## src/rtl/tls_record_deframer_top_macros.svh

```systemverilog
// ---------------------------------------------------------------------------
// tls record deframer assertion macros
// concurrent checks on i_clk, disabled while i_rst_n is low
// ---------------------------------------------------------------------------
`ifndef TLS_RECORD_DEFRAMER_TOP_MACROS_SVH
`define TLS_RECORD_DEFRAMER_TOP_MACROS_SVH
`ifndef SYNTHESIS
// same-cycle implication
`define TLSD_ASSERT_SAME(label, ante, cons) \
    label: assert property (@(posedge i_clk) disable iff (!i_rst_n) (ante) |-> (cons)) \
        else $error("tlsd check failed: same-cycle implication");
// next-cycle implication
`define TLSD_ASSERT_NEXT(label, ante, cons) \
    label: assert property (@(posedge i_clk) disable iff (!i_rst_n) (ante) |=> (cons)) \
        else $error("tlsd check failed: next-cycle implication");
`else
`define TLSD_ASSERT_SAME(label, ante, cons)
`define TLSD_ASSERT_NEXT(label, ante, cons)
`endif
`endif

```

## src/rtl/tlsd_pkg.sv

```systemverilog
// ---------------------------------------------------------------------------
// tlsd_pkg
// shared types and constants of the tls record deframer
// ---------------------------------------------------------------------------
`default_nettype none

package tlsd_pkg;

    // sticky error codes
    typedef enum logic [1:0] {
        ERR_NONE    = 2'd0,
        ERR_TYPE    = 2'd1,
        ERR_VERSION = 2'd2,
        ERR_LENGTH  = 2'd3
    } t_err;

    // configuration register indexes
    localparam logic [1:0] REG_MAX_FRAG  = 2'd0;
    localparam logic [1:0] REG_REQ_MAJOR = 2'd1;
    localparam logic [1:0] REG_MIN_MINOR = 2'd2;
    localparam logic [1:0] REG_MAX_MINOR = 2'd3;

    localparam int unsigned CFG_DATA_W = 16;

    // reset values
    localparam int unsigned PLAINTEXT_LIMIT = 16384;
    localparam int unsigned EXPANSION_ALLOW = 2048;
    localparam logic [15:0] MAX_FRAG_RESET  = 16'(PLAINTEXT_LIMIT + EXPANSION_ALLOW);
    localparam logic [7:0]  REQ_MAJOR_RESET = 8'd3;
    localparam logic [7:0]  MIN_MINOR_RESET = 8'd1;
    localparam logic [7:0]  MAX_MINOR_RESET = 8'd3;

    // accepted content types
    localparam logic [7:0] TYPE_MIN = 8'd20;
    localparam logic [7:0] TYPE_MAX = 8'd23;

    typedef struct packed {
        logic [15:0] max_frag;
        logic [7:0]  req_major;
        logic [7:0]  min_minor;
        logic [7:0]  max_minor;
    } t_cfg;

    typedef struct packed {
        logic [7:0]  byte_out;
        logic        in_header;
        logic        header_done;
        logic [7:0]  content_type;
        logic [7:0]  version_major;
        logic [7:0]  version_minor;
        logic [15:0] fragment_length;
        logic        record_end;
        t_err        error_code;
    } t_result;

endpackage

`default_nettype wire

```

## src/rtl/tlsd_core.sv

```systemverilog
// ---------------------------------------------------------------------------
// tlsd_core
// header walk, field checks and fragment byte counter, one byte per cycle while i_accept is high
// ---------------------------------------------------------------------------
`default_nettype none
`include "tls_record_deframer_top_macros.svh"

module tlsd_core
    import tlsd_pkg::*;
(
    input  wire logic    i_clk,
    input  wire logic    i_rst_n,
    input  wire logic    i_accept,
    input  wire logic [7:0] i_byte,
    input  wire t_cfg    i_cfg,
    output t_result      o_result
);

    typedef enum logic [2:0] {
        PH_TYPE  = 3'd0,
        PH_MAJOR = 3'd1,
        PH_MINOR = 3'd2,
        PH_LEN_H = 3'd3,
        PH_LEN_L = 3'd4,
        PH_FRAG  = 3'd5
    } t_phase;

    t_phase      r_phase,  n_phase;
    logic [7:0]  r_type,   n_type;
    logic [7:0]  r_major,  n_major;
    logic [7:0]  r_minor,  n_minor;
    logic [7:0]  r_len_hi, n_len_hi;
    logic [15:0] r_len,    n_len;
    logic [15:0] r_left,   n_left;
    t_err        r_err,    n_err;

    logic        hdr, done, rend;
    logic [15:0] len_full;

    assign len_full = {r_len_hi, i_byte};

    always_comb begin
        n_phase  = r_phase;
        n_type   = r_type;
        n_major  = r_major;
        n_minor  = r_minor;
        n_len_hi = r_len_hi;
        n_len    = r_len;
        n_left   = r_left;
        n_err    = r_err;
        hdr      = 1'b0;
        done     = 1'b0;
        rend     = 1'b0;
        if (r_err == ERR_NONE) begin
            unique case (r_phase)
                PH_FRAG: begin
                    if (r_left <= 16'd1) begin
                        n_left  = '0;
                        rend    = 1'b1;
                        n_phase = PH_TYPE;
                    end else begin
                        n_left = r_left - 16'd1;
                    end
                end
                PH_MAJOR: begin
                    hdr     = 1'b1;
                    n_major = i_byte;
                    if (i_byte != i_cfg.req_major) begin
                        n_err = ERR_VERSION;
                    end else begin
                        n_phase = PH_MINOR;
                    end
                end
                PH_MINOR: begin
                    hdr     = 1'b1;
                    n_minor = i_byte;
                    if (i_byte < i_cfg.min_minor || i_byte > i_cfg.max_minor) begin
                        n_err = ERR_VERSION;
                    end else begin
                        n_phase = PH_LEN_H;
                    end
                end
                PH_LEN_H: begin
                    hdr      = 1'b1;
                    n_len_hi = i_byte;
                    n_phase  = PH_LEN_L;
                end
                PH_LEN_L: begin
                    hdr   = 1'b1;
                    n_len = len_full;
                    if (len_full > i_cfg.max_frag) begin
                        n_err = ERR_LENGTH;
                    end else begin
                        done = 1'b1;
                        if (len_full == 16'd0) begin
                            rend    = 1'b1;
                            n_phase = PH_TYPE;
                        end else begin
                            n_left  = len_full;
                            n_phase = PH_FRAG;
                        end
                    end
                end
                default: begin
                    // content type byte, unused codes restart here too
                    hdr     = 1'b1;
                    n_type  = i_byte;
                    n_major = '0;
                    n_minor = '0;
                    n_len   = '0;
                    if (i_byte < TYPE_MIN || i_byte > TYPE_MAX) begin
                        n_err   = ERR_TYPE;
                        n_phase = PH_TYPE;
                    end else begin
                        n_phase = PH_MAJOR;
                    end
                end
            endcase
        end
    end

    always_comb begin
        o_result.byte_out        = i_byte;
        o_result.in_header       = hdr;
        o_result.header_done     = done;
        o_result.content_type    = n_type;
        o_result.version_major   = n_major;
        o_result.version_minor   = n_minor;
        o_result.fragment_length = n_len;
        o_result.record_end      = rend;
        o_result.error_code      = n_err;
    end

    always_ff @(posedge i_clk) begin
        if (!i_rst_n) begin
            r_phase  <= PH_TYPE;
            r_type   <= '0;
            r_major  <= '0;
            r_minor  <= '0;
            r_len_hi <= '0;
            r_len    <= '0;
            r_left   <= '0;
            r_err    <= ERR_NONE;
        end else if (i_accept) begin
            r_phase  <= n_phase;
            r_type   <= n_type;
            r_major  <= n_major;
            r_minor  <= n_minor;
            r_len_hi <= n_len_hi;
            r_len    <= n_len;
            r_left   <= n_left;
            r_err    <= n_err;
        end
    end

    // an error never clears or changes until reset
    `TLSD_ASSERT_NEXT(a_err_sticky, r_err != ERR_NONE, r_err == $past(r_err))
    // parsing is frozen after an error
    `TLSD_ASSERT_NEXT(a_phase_frozen, r_err != ERR_NONE, $stable(r_phase) && $stable(r_left))
    // fragment phase is only entered with bytes still to come
    `TLSD_ASSERT_SAME(a_frag_nonzero, r_phase == PH_FRAG, r_left != 16'd0)

endmodule

`default_nettype wire

```

## src/rtl/tls_record_deframer_top.sv

```systemverilog
// ---------------------------------------------------------------------------
// tls_record_deframer_top
// tls record header checker and framer for a byte stream
// ---------------------------------------------------------------------------
//
//  channel  direction  handshake              payload
//  -------  ---------  ---------------------  ----------------------------------
//  in       sink       i_valid / o_stall      i_data_byte
//  out      source     o_valid / i_stall      o_byte_out .. o_error_code
//  cfg      sink       i_cfg_we               i_cfg_index, i_cfg_data
//
//  one byte per cycle while i_stall is low, result the cycle after it is taken
//  the whole step is a field compare plus a 16-bit fragment count decrement,
//  done combinationally between the parser state and the result register
//  synchronous active-low reset, bytes are accepted straight out of reset
//  o_stall only rises while a result is held and the sink stalls
//  errors are sticky until reset; register writes do not clear them
//
`default_nettype none
`include "tls_record_deframer_top_macros.svh"

module tls_record_deframer_top
    import tlsd_pkg::*;
(
    input  wire logic        i_clk,
    input  wire logic        i_rst_n,
    // input byte stream
    input  wire logic        i_valid,
    output logic             o_stall,
    input  wire logic [7:0]  i_data_byte,
    // result stream
    output logic             o_valid,
    input  wire logic        i_stall,
    output logic [7:0]       o_byte_out,
    output logic             o_in_header,
    output logic             o_header_done,
    output logic [7:0]       o_content_type,
    output logic [7:0]       o_version_major,
    output logic [7:0]       o_version_minor,
    output logic [15:0]      o_fragment_length,
    output logic             o_record_end,
    output logic [1:0]       o_error_code,
    // register writes
    input  wire logic        i_cfg_we,
    input  wire logic [1:0]  i_cfg_index,
    input  wire logic [CFG_DATA_W-1:0] i_cfg_data
);

    // configuration registers
    t_cfg    r_cfg;

    // result register and its valid flag
    t_result r_out;
    logic    r_out_valid, n_out_valid;
    t_result core_result;
    logic    in_accept;

    // the result register drains and refills in the same cycle,
    // so the source is held back only when the sink holds us
    assign o_stall   = r_out_valid && i_stall;
    assign in_accept = i_valid && !o_stall;

    always_comb begin
        n_out_valid = r_out_valid;
        if (in_accept) begin
            n_out_valid = 1'b1;
        end else if (!i_stall) begin
            n_out_valid = 1'b0;
        end
    end

    always_ff @(posedge i_clk) begin
        if (!i_rst_n) begin
            r_cfg.max_frag  <= MAX_FRAG_RESET;
            r_cfg.req_major <= REQ_MAJOR_RESET;
            r_cfg.min_minor <= MIN_MINOR_RESET;
            r_cfg.max_minor <= MAX_MINOR_RESET;
        end else if (i_cfg_we) begin
            unique case (i_cfg_index)
                REG_MAX_FRAG:  r_cfg.max_frag  <= i_cfg_data;
                REG_REQ_MAJOR: r_cfg.req_major <= i_cfg_data[7:0];
                REG_MIN_MINOR: r_cfg.min_minor <= i_cfg_data[7:0];
                REG_MAX_MINOR: r_cfg.max_minor <= i_cfg_data[7:0];
                default: ;
            endcase
        end
    end

    // header walk and fragment counter
    tlsd_core u_core (
        .i_clk    (i_clk),
        .i_rst_n  (i_rst_n),
        .i_accept (in_accept),
        .i_byte   (i_data_byte),
        .i_cfg    (r_cfg),
        .o_result (core_result)
    );

    always_ff @(posedge i_clk) begin
        if (!i_rst_n) begin
            r_out_valid <= 1'b0;
        end else begin
            r_out_valid <= n_out_valid;
        end
    end

    // payload needs no reset
    always_ff @(posedge i_clk) begin
        if (in_accept) begin
            r_out <= core_result;
        end
    end

    assign o_valid           = r_out_valid;
    assign o_byte_out        = r_out.byte_out;
    assign o_in_header       = r_out.in_header;
    assign o_header_done     = r_out.header_done;
    assign o_content_type    = r_out.content_type;
    assign o_version_major   = r_out.version_major;
    assign o_version_minor   = r_out.version_minor;
    assign o_fragment_length = r_out.fragment_length;
    assign o_record_end      = r_out.record_end;
    assign o_error_code      = r_out.error_code;

    // back-pressure only while a result is waiting
    `TLSD_ASSERT_SAME(a_stall_needs_result, o_stall, r_out_valid)
    // a finished header is always a header byte
    `TLSD_ASSERT_SAME(a_done_in_header, r_out_valid && r_out.header_done, r_out.in_header)
    // records only end while no error is latched
    `TLSD_ASSERT_SAME(a_end_no_error, r_out_valid && r_out.record_end,
                      r_out.error_code == ERR_NONE)

endmodule

`default_nettype wire
```

## config.mk

```make
export PLATFORM = sky130hd
export DESIGN_NAME = tls_record_deframer_top
export DESIGN_NICKNAME = d
export VERILOG_FILES = /design/src/rtl/tlsd_pkg.sv /design/src/rtl/tlsd_core.sv /design/src/rtl/tls_record_deframer_top.sv
export VERILOG_INCLUDE_DIRS = /design/src /design/src/rtl
export SDC_FILE = /design/constraint.sdc
export NUM_CORES = 1
export LEC_CHECK = 0
export BUFFER_PORTS_ARGS = -buffer_cell sky130_fd_sc_hd__buf_4
export CAP_MARGIN = 20
export CELL_PAD_IN_SITES_DETAIL_PLACEMENT = 1
export CELL_PAD_IN_SITES_GLOBAL_PLACEMENT = 1
export CORE_MARGIN = 3
export CORE_UTILIZATION = 45
export CTS_BUF_LIST = sky130_fd_sc_hd__clkbuf_4 sky130_fd_sc_hd__clkbuf_8 sky130_fd_sc_hd__clkbuf_16
export DETAILED_ROUTE_END_ITERATION = 7
export PLACE_DENSITY_LB_ADDON = 0.08
export SLEW_MARGIN = 20
export SYNTH_ARGS = -nofsm -noshare
export SYNTH_HDL_FRONTEND = slang
export SYNTH_SLANG_ARGS = --single-unit
```

## constraint.sdc

```tcl
create_clock -name i_clk -period 3.8 [get_ports i_clk]
set_clock_uncertainty 0.05 [all_clocks]
set_input_delay 0.19 -clock i_clk [delete_from_list [all_inputs] [get_ports i_clk]]
set_output_delay 0.19 -clock i_clk [all_outputs]
set_load 0.03 [all_outputs]
```

* Yosys cells after proc, flatten, opt, wreduce, memory -nomap -nowiden
Cells that the tools add are included.
Operators by class: add/sub/neg operators 1, $mul 0, div/mod/pow operators 0, $lt $le $gt $ge 6, equal/unequal tests 15, shifts and indexed selects 0, muxes and demuxes 33, bitwise logic cells 0, reductions and logical operators 22
Operators with widths (count):
- 16-bit 2-to-1 mux | 4
- 16-bit one-hot mux with 2 select lines | 2
- 8-bit 2-to-1 mux | 4
- 8-bit one-hot mux with 2 select lines | 2
- 16-bit greater-than comparator | 1
- 16-bit by 1-bit less-or-equal comparator with 1-bit output, second input constant | 1
- 16-bit zero test | 1
- 16-bit by 1-bit subtractor with 16-bit output, second input constant | 1
- 3-bit 2-to-1 mux | 5
- 3-bit one-hot mux with 5 select lines | 1
- 4-bit OR reduction | 3
- 2-bit 2-to-1 mux | 5
- 2-bit AND reduction | 5
- 8-bit by 5-bit greater-than comparator with 1-bit output, second input constant | 1
- 8-bit greater-than comparator | 1
- 8-bit by 5-bit less-than comparator with 1-bit output, second input constant | 1
- 8-bit less-than comparator | 1
- 1-bit 2-to-1 mux | 8
- 2-bit inequality test, second input constant | 4
- 8-bit inequality test | 1
- 2-bit one-hot mux with 4 select lines | 1
- 3-bit by 2-bit == test with 1-bit output, second input constant | 2
- 3-bit == test, second input constant | 2
- 6-bit AND reduction | 1
- other kinds (14) | 19
Storage, ports and cells: register bits 163, bits in latches 0, memory bits (writable) 0, ROM bits 0, bits of input ports 31, output and inout port bits 55, logic and storage cells 99, memories kept 0

* Longest topological paths before layout
Gate-level depths: netlist (run 1).
depth after elaboration 5, depth in mapped cells 12, mapped depth without buffers 9

* Modules after synthesis
Synthesis (run 1) repeated with hierarchy kept, for this count alone.
Unflattened totals: cell total of the unflattened synthesis 811, area total of the unflattened synthesis 8120.3 sq um
Modules (own cells, without submodules):
- tlsd_core | times used 1, cells each 602, area each 4931.0 sq um, sequential area each 1381.3 sq um
- tls_record_deframer_top | times used 1, cells each 209, area each 3189.3 sq um, sequential area each 2412.3 sq um

* Worst setup path after synthesis (run 1)
Ideal clock, no wire load.
kind reg2reg, start point register r_out_valid, in the netlist o_valid, end point register r_out (netlist bit o_byte_out[0]) (enable), setup time 0.437 ns, data arrival time 2.659 ns, data required time 3.313 ns, setup slack 0.654 ns, stages on the path, launching flop included 6, path buffers 2, period minus slack after synthesis 3.146 ns, path through dfxtp_1 -> nand2_1 -> nand2_1 -> inv_1 -> clkbuf_1 -> buf_1
Between the ends: longest elaborated chain between the ends 3
Ends and longest elaborated chain:
- start: declaration | RTL line tls_record_deframer_top.sv:54 | logic r_out_valid, n_out_valid;
- start signal: assignment | RTL line tls_record_deframer_top.sv:103 | r_out_valid <= n_out_valid;
- 1-bit logical AND | RTL line tls_record_deframer_top.sv:60 | assign o_stall = r_out_valid && i_stall;
- 1-bit zero test | RTL line tls_record_deframer_top.sv:61 | assign in_accept = i_valid && !o_stall;
- 1-bit logical AND | RTL line tls_record_deframer_top.sv:61
- via in_accept | RTL line tls_record_deframer_top.sv:56 | logic in_accept;
- end signal: assignment | RTL line tls_record_deframer_top.sv:110 | r_out <= core_result;
- end: declaration | RTL line tls_record_deframer_top.sv:53 | t_result r_out;
The timed path passes the listed nets, and every way through them passes these cells. A chain may end at the register's enable or synchronous reset.

* Worst setup path in the final report (run 1)
start point register u_core.r_len_hi[7], end point register u_core.r_left[9]
Between the ends: longest elaborated chain between the ends 3, elaborated cells on any way between the ends 5, those cells by class order compare: 1; eq/ne: 2; reduce/logical: 2
Ends and longest elaborated chain:
- start: declaration | RTL line tlsd_core.sv:32 | logic [7:0] r_len_hi, n_len_hi;
- start signal: assignment | RTL line tlsd_core.sv:149 | r_len_hi <= n_len_hi;
- 16-bit greater-than comparator / 16-bit zero test (equally long branches) | RTL line tlsd_core.sv:91, tlsd_core.sv:95
- 2-bit inequality test (no line)
- 5-bit AND reduction (no line) (*)
- end signal: assignment | RTL line tlsd_core.sv:151 | r_left <= n_left;
- end: declaration | RTL line tlsd_core.sv:34 | logic [15:0] r_left, n_left;
Mark *: on every way between the ends. The rest lies on a longest branch, timed or not.

==> metrics.log, run 1 <==
INFO  metric run_status = complete, no violations
INFO  metric max_slew_margin = 35.9%
INFO  metric hold_path_class = input pin to flop
INFO  metric maxSlewViolCount = 0
INFO  metric postSynthCellCount = 798
INFO  metric sw_frac_of_total = 25.3%
INFO  metric detail_route_antenna_nets = 0
INFO  metric grt_max_degree = 81
INFO  metric critPathTopFamily = compound AO/OA/AOI/OAI gates
INFO  metric routed_vias = 6245
INFO  metric p_clk_share = 41.9%
INFO  metric cts.sinks = 163
INFO  metric layout-area-overhead-vs-synth = 19.6%
INFO  metric drc = 0
INFO  metric crit_required = 4.04 ns
INFO  metric starting_drt_drc_count = 291
INFO  metric net-switching-power = 0.00102 W
INFO  metric htreeDepth = 4
INFO  metric viasPerCell = 5.64
INFO  metric ir_worst_vdd = 0.308 mV
INFO  metric start_util = 46.0%
INFO  metric synthesis.area = 7660 um2
INFO  metric setup.worst_path.start_class = flop
INFO  metric worstPathArrival = 3.47 ns
INFO  metric route.detailed.wl_per_inst = 19.7 um
INFO  metric antenna_cells_inserted = 0
INFO  metric r2r-start = u_core.r_len_hi[7]
INFO  metric worst_setup_path_startpoint = u_core.r_len_hi[7]
INFO  metric gr-usage-all-layers = 24.0%
INFO  metric die_area = 18600 um2
INFO  metric clk_path_buf_depth = 2
INFO  metric placementRows = 47
INFO  metric synth-edff-count = 53
INFO  metric async_flop_share = 0%
INFO  metric timing.max_cap.violations = 0
INFO  metric timing.critical_path.buf_inv = 0
INFO  metric grt_overflow_total = 0
INFO  metric share_of_layout_cells_above_drive_strength_1 = 16.9%
INFO  metric ioPinCount = 86
INFO  metric synth_area_leaders = dfxtp_1, edfxtp_1, nand2_1, ha_1, a21boi_0
INFO  metric synth_flop_cell = dfxtp_1
INFO  metric seq_power_share = 47.1%
INFO  metric placeableCoreArea = 16600 um2
INFO  metric route.final.wire_length = 21800 um
INFO  metric rsz0062_at_grt = false
INFO  metric cts_inserted_buffers = 17
INFO  metric ys_warn_count = 0
INFO  metric min-delay-start = i_cfg_data[5]
INFO  metric post-route-min-period = 3.23 ns
INFO  metric achievable-frequency = 0.310 GHz
INFO  metric tightest_slew = 0.961 ns
INFO  metric antenna_found_initial = 0
INFO  metric p_comb_share = 11.0%
INFO  metric syn_area_per_cell = 9.60 um2
INFO  metric globalplace.congestion = 0.865
INFO  metric worstPathCellList = ha_1 -> nand4_1 -> a2111o_1 -> a31oi_1 -> o21a_1 -> nand2b_1 -> o21ai_1
INFO  metric die_width = 136 um
INFO  metric synth_top_area_share = 28.7%
INFO  metric grt_pass1_wl = 34400 um
INFO  metric leakage = 3.55 nW
INFO  metric finalInstanceArea = 9160 um2
INFO  metric internal_power = 0.00301 W
INFO  metric insertion_delay = 0.43 ns
INFO  metric placed_cell_area = 8450 um2
INFO  metric synth_fp_nets = 862
INFO  metric drt_pass1_iterations = 4
INFO  metric hold_viol_final = 0
INFO  metric critical-path-max-stage-delay = 0.54 ns
INFO  metric clock_tree_root_buffer_cell = clkbuf_16
INFO  metric ys_types = 59
INFO  metric cts_tree = built
INFO  metric path_class = flop to flop
INFO  metric portion_of_the_post_synthesis_area_used_by_sequential_elements = 49.5%
INFO  metric clk_pin_slew = 0.07 ns
INFO  metric cp_max_fo = 13
INFO  metric worst_setup_path_end_kind = flop
INFO  metric chipHeight = 136 um
INFO  metric cts.repair.resized = 0
INFO  metric dp_hpwl = 14700 um
INFO  metric grt_pass1_vias = 6528
INFO  metric timing.final.crit_share = 84.9%
INFO  metric synthDominantAreaCellType = dfxtp_1
INFO  metric synth.ff_latch_count = 163
INFO  metric final.setup.tns = 0 ns
INFO  metric finalSetupViolations = 0
INFO  metric portBuffers = 85
INFO  metric critical_path.slowest_cell = a31oi_1
INFO  metric layout.nets = 939
INFO  metric power_density = 440 nW/um2
==> per-layer routing <==
metal | GRT usage [%] | wire, um | vias to the layer above
met5 | 0 | 0 | -
met4 | 9.35 | 580 | 0
met3 | 4.26 | 792 | 48
met2 | 40.0 | 10700 | 138
met1 | 30.9 | 9770 | 3082
li1 | - | - | 2977
==> cells in the final DEF, fill, tap and decap left out, types with 10 or more instances in the layout <==
master,count
clkbuf_16,17
nor4_1,10
buf_4,96
o211ai_1,11
a22o_1,32
a21oi_1,32
dlygate4sd3_1,13
nor2b_1,20
nand2b_1,10
o21ai_1,14
nand2_1,137
nor3b_1,11
a21boi_0,51
mux2i_1,17
inv_1,36
dfxtp_1,110
ha_1,33
nor2_1,50
edfxtp_1,53
o21ai_0,15
==> timing repair <==
action,in CTS,in global routing
endpoints found under the setup margin,0,0
setup buffers,0,0
hold endpoints to repair,18,0
hold buffers,13,0
==> tightest hold or removal path, cell delays in order <==
cell,delay [ns]
buf_4,0.14
nand2_1,0.05
a21boi_0,0.06
==> registers in the layout (all words and copies together) (netlist names), 16 cells and up <==
signal             count
o_fragment_length     16
u_core.r_left         16
u_core.r_len          16
r_cfg                 40
==> cells in the mapped netlist (3+ instances only) <==
| cell | count |
|---|---|
| nand3_1 | 8 |
| nor3b_1 | 12 |
| clkbuf_1 | 40 |
| buf_2 | 3 |
| o211ai_1 | 11 |
| dfxtp_1 | 110 |
| a21oi_1 | 32 |
| o211a_1 | 7 |
| ha_1 | 33 |
| buf_1 | 6 |
| edfxtp_1 | 53 |
| o21a_1 | 3 |
| nor2b_1 | 20 |
| a21boi_0 | 51 |
| mux2_2 | 8 |
| a22oi_1 | 7 |
| inv_1 | 37 |
| nand2b_1 | 10 |
| nor3_1 | 8 |
| o21ai_0 | 15 |
| a22o_1 | 32 |
| nand4_1 | 6 |
| xor2_1 | 8 |
| nor2_1 | 50 |
| a31oi_1 | 3 |
| o211ai_2 | 6 |
| nor4_1 | 11 |
| mux2i_1 | 17 |
| o21ai_1 | 14 |
| nand2_1 | 137 |
==> through the flow <==
step / util (%) / worst slack [ns] / hold slack, ns / total power (W) / cells
final: 55.0 / 0.572 / 0.0153 / 0.00403 / 1108
after detailed placement: 50.8 / 0.579 / 0.394 / 0.00237 / 1063
after floorplan: - / 0.654 / 0.239 / 0.00220 / 798
after global routing: 55.0 / 0.382 / 0.00589 / 0.00418 / 1108
after global placement: 50.8 / 0.736 / 0.357 / 0.00235 / 1063
after CTS: 55.0 / 0.585 / 0.00402 / 0.00406 / 1108
==> layout make-up <==
| type | instances | area (um2) |
|---|---|---|
| clock inverter | 13 | 134 |
| sequential | 163 | 3790 |
| tap | 220 | 275 |
| fill | 1862 | 7480 |
| inverter | 37 | 139 |
| timing repair buffer | 109 | 851 |
| multi-input combinational | 547 | 3530 |
| clock buffer | 19 | 440 |
==> cell families (layout without fill, tap and decap cells) <==
group	count (synthesis)	count (layout)	synth area share [%]
xor gates and xnor gates	8	8	0.914
muxes	25	25	3.40
and+or+nand+nor	283	283	17.4
adders and majority gates	33	33	5.39
AOI/OAI and AO/OA	198	198	18.8
buffers and inverters	88	178	4.67
DFF	163	163	49.5
==> power groups by stage <==
stage	sequential (W)	clock, W	combinational [W]
detailed placement	0.00194	0	0.000433
global placement	0.00193	0	0.000417
CTS	0.00190	0.00171	0.000447
floorplan	0.00200	0	0.000198
finish	0.00190	0.00169	0.000445
global route	0.00191	0.00179	0.000484
==> worst paths after layout <==
path	end	slack, ns	cells after the start
setup / recovery	u_core.r_left[9]	0.57	7
hold / removal	r_cfg[13]	0.02	3
setup reg to reg	u_core.r_left[9]	0.57	7
hold reg to reg	r_cfg[12]	0.42	2
No activity file was read; power rests on OpenSTA's default activity.
==> run 2: changes to the inputs <==
Clock period 3.8 ns to 3.1 ns, I/O delays scaled along.
==> metrics.log, run 2 (synthesis results as in run 1) <==
INFO  metric ioPinCount = 86
INFO  metric detail_route_antenna_nets = 0
INFO  metric hold_slack_final = -0.00212 ns
INFO  metric critical-path-max-stage-delay = 0.48 ns
INFO  metric placeableCoreArea = 16600 um2
INFO  metric timing.final.crit_share = 87.1%
INFO  metric antenna_cells_inserted = 0
INFO  metric most-common-layout-cells = nand2_1, dfxtp_1, buf_4
INFO  metric crit_required = 3.32 ns
INFO  metric grt_max_degree = 81
INFO  metric die_width = 136 um
INFO  metric timing.max_cap.violations = 0
INFO  metric routed_vias = 6289
INFO  metric worst_setup_path_end_kind = flop
INFO  metric leakage = 3.60 nW
INFO  metric clk_path_buf_depth = 2
INFO  metric r2r.worst_path.cells = 8
INFO  metric cts_inserted_buffers = 17
INFO  metric final.setup.tns = 0 ns
INFO  metric critPathTopFamily = compound AO/OA/AOI/OAI gates
INFO  metric grt_overflow_total = 0
INFO  metric cts.sinks = 163
INFO  metric worstPathCellList = ha_1 -> nand4_1 -> a2111o_1 -> a31oi_1 -> buf_4 -> o21a_1 -> nand2b_1 -> o21ai_0
INFO  metric tightest_slew = 0.742 ns
INFO  metric insertion_delay = 0.42 ns
INFO  metric finalSetupViolations = 0
INFO  metric sw_frac_of_total = 25.2%
INFO  metric starting_drt_drc_count = 302
INFO  metric critical_path.slowest_cell = nand2b_1
INFO  metric htreeDepth = 4
INFO  metric max_flop_register = r_cfg
INFO  metric layout-area-overhead-vs-synth = 21.0%
INFO  metric share_of_layout_cells_above_drive_strength_1 = 17.6%
INFO  metric timing.critical_path.depth = 8
INFO  metric die_area = 18600 um2
INFO  metric num-fill-cells = 1844
INFO  metric power_density = 541 nW/um2
INFO  metric route.detailed.wl_per_inst = 19.6 um
INFO  metric cts.repair.resized = 0
INFO  metric worst-r2r-setup-slack = 0.40 ns
INFO  metric dp_hpwl = 14900 um
INFO  metric grt_pass1_vias = 6593
INFO  metric clk_pin_slew = 0.06 ns
INFO  metric max_ffs_per_register = 40
INFO  metric viasPerCell = 5.63
INFO  metric layout.nets = 948
INFO  metric hold_path_class = input pin to flop
INFO  metric r2r-start = u_core.r_len_hi[7]
INFO  metric cts_post_setup_buffers_inserted = 0
INFO  metric post-route-min-period = 2.70 ns
INFO  metric seq_power_share = 46.5%
INFO  metric cts_tree = built
INFO  metric final_common_cell = nand2_1
INFO  metric setup.worst_path.end = u_core.r_left[14]
INFO  metric antenna_found_initial = 0
INFO  metric worstPathArrival = 2.92 ns
INFO  metric grt_pass1_wl = 35200 um
INFO  metric net-switching-power = 0.00126 W
INFO  metric achievable-frequency = 0.370 GHz
INFO  metric violated_checks = hold timing
INFO  metric max_slew_margin = 50.2%
INFO  metric placementRows = 47
INFO  metric path_class = flop to flop
INFO  metric run_status = finished with violations
INFO  metric hold_viol_final = 1
INFO  metric p_clk_share = 42.5%
INFO  metric worst_setup_path_startpoint = u_core.r_len_hi[7]
INFO  metric drc = 0
INFO  metric ir_worst_vdd = 0.378 mV
INFO  metric chipHeight = 136 um
INFO  metric internal_power = 0.00375 W
INFO  metric p_comb_share = 11.0%
INFO  metric portBuffers = 85
INFO  metric cp_max_fo = 13
INFO  metric route.final.wire_length = 21900 um
INFO  metric timing.rr.end = u_core.r_left[14]
INFO  metric holdBufCountCts = 16
INFO  metric setup.worst_path.start_class = flop
INFO  metric maxSlewViolCount = 0
INFO  metric gr-usage-all-layers = 24.2%
INFO  metric timing.critical_path.buf_inv = 1
INFO  metric start_util = 46.0%
INFO  metric clock_tree_root_buffer_cell = clkbuf_16
INFO  metric drt_pass1_iterations = 7
INFO  metric rsz0062_at_grt = false
INFO  metric globalplace.congestion = 0.839
INFO  metric final_core_utilization = 55.7%
[run 2: cell types whose count changed in the layout (fill, tap and decap cells not counted), sizes merged]
cell	change
dlygate4sd3	+3
clkinvlp	+2
clkinv	-5
buf	+6
clkbuf	+2
inv	+1
[run 2: worst register-to-register path, cell delays in order, from the launching register on]
cell	delay, ns
dfxtp_1	0.38
ha_1	0.35
nand4_1	0.19
a2111o_1	0.42
a31oi_1	0.16
buf_4	0.17
o21a_1	0.15
nand2b_1	0.48
o21ai_0	0.19
[run 2: power by group through the flow]
stage	sequential [W]	combinational, W	clock [W]
floorplan	0.00245	0.000243	0
global placement	0.00237	0.000515	0
detailed placement	0.00238	0.000534	0
CTS	0.00233	0.000553	0.00215
global route	0.00234	0.000603	0.00224
finish	0.00233	0.000553	0.00213
[run 2: per-stage QoR]
stage / instance area (um2) / hold WS [ns] / total power, W / std cells / setup slack (ns)
finish: 9270 / -0.00212 / 0.00501 / 1117 / 0.400
detailed placement: 8510 / 0.329 / 0.00291 / 1069 / 0.448
global placement: 8510 / 0.322 / 0.00289 / 1069 / 0.521
global route: 9270 / 0.0178 / 0.00518 / 1117 / 0.290
floorplan: 7670 / 0.204 / 0.00270 / 798 / 0.0975
CTS: 9260 / 0.00403 / 0.00504 / 1117 / 0.438
[run 2: layout make-up]
cell class / instances / area (um2) / area share, %
repair buffers: 118 / 938 / 10.1
flip-flops and latches: 163 / 3790 / 40.9
well taps: 220 / 275 / 2.97
inverters: 37 / 139 / 1.50
multi-input cells: 547 / 3530 / 38.1
clock buffers: 21 / 468 / 5.05
clock inverters: 11 / 128 / 1.38
[run 2: routing by layer]
| layer | track usage (%) | up-vias | part of all wire, % |
|---|---|---|---|
| met5 | 0 | - | 0 |
| met4 | 8.17 | 0 | 1.8 |
| met3 | 3.46 | 36 | 3.7 |
| met2 | 41.9 | 141 | 50 |
| met1 | 31.1 | 3116 | 44 |
| li1 | - | 2996 | - |
[run 2: worst min-delay path by stage]
| stage | from | end | slack [ns] | depth (start not counted) |
|---|---|---|---|---|
| final | i_cfg_data[15] | r_cfg[39] | -0.002 | 3 |
| after detailed placement | i_valid | o_valid | 0.33 | 2 |
| after CTS | i_cfg_data[15] | r_cfg[39] | 0.004 | 3 |
| after global placement | i_valid | o_valid | 0.32 | 2 |
| after global routing | i_cfg_data[15] | r_cfg[39] | 0.02 | 3 |
| after floorplan | i_data_byte[0] | o_byte_out[0] | 0.20 | 0 |
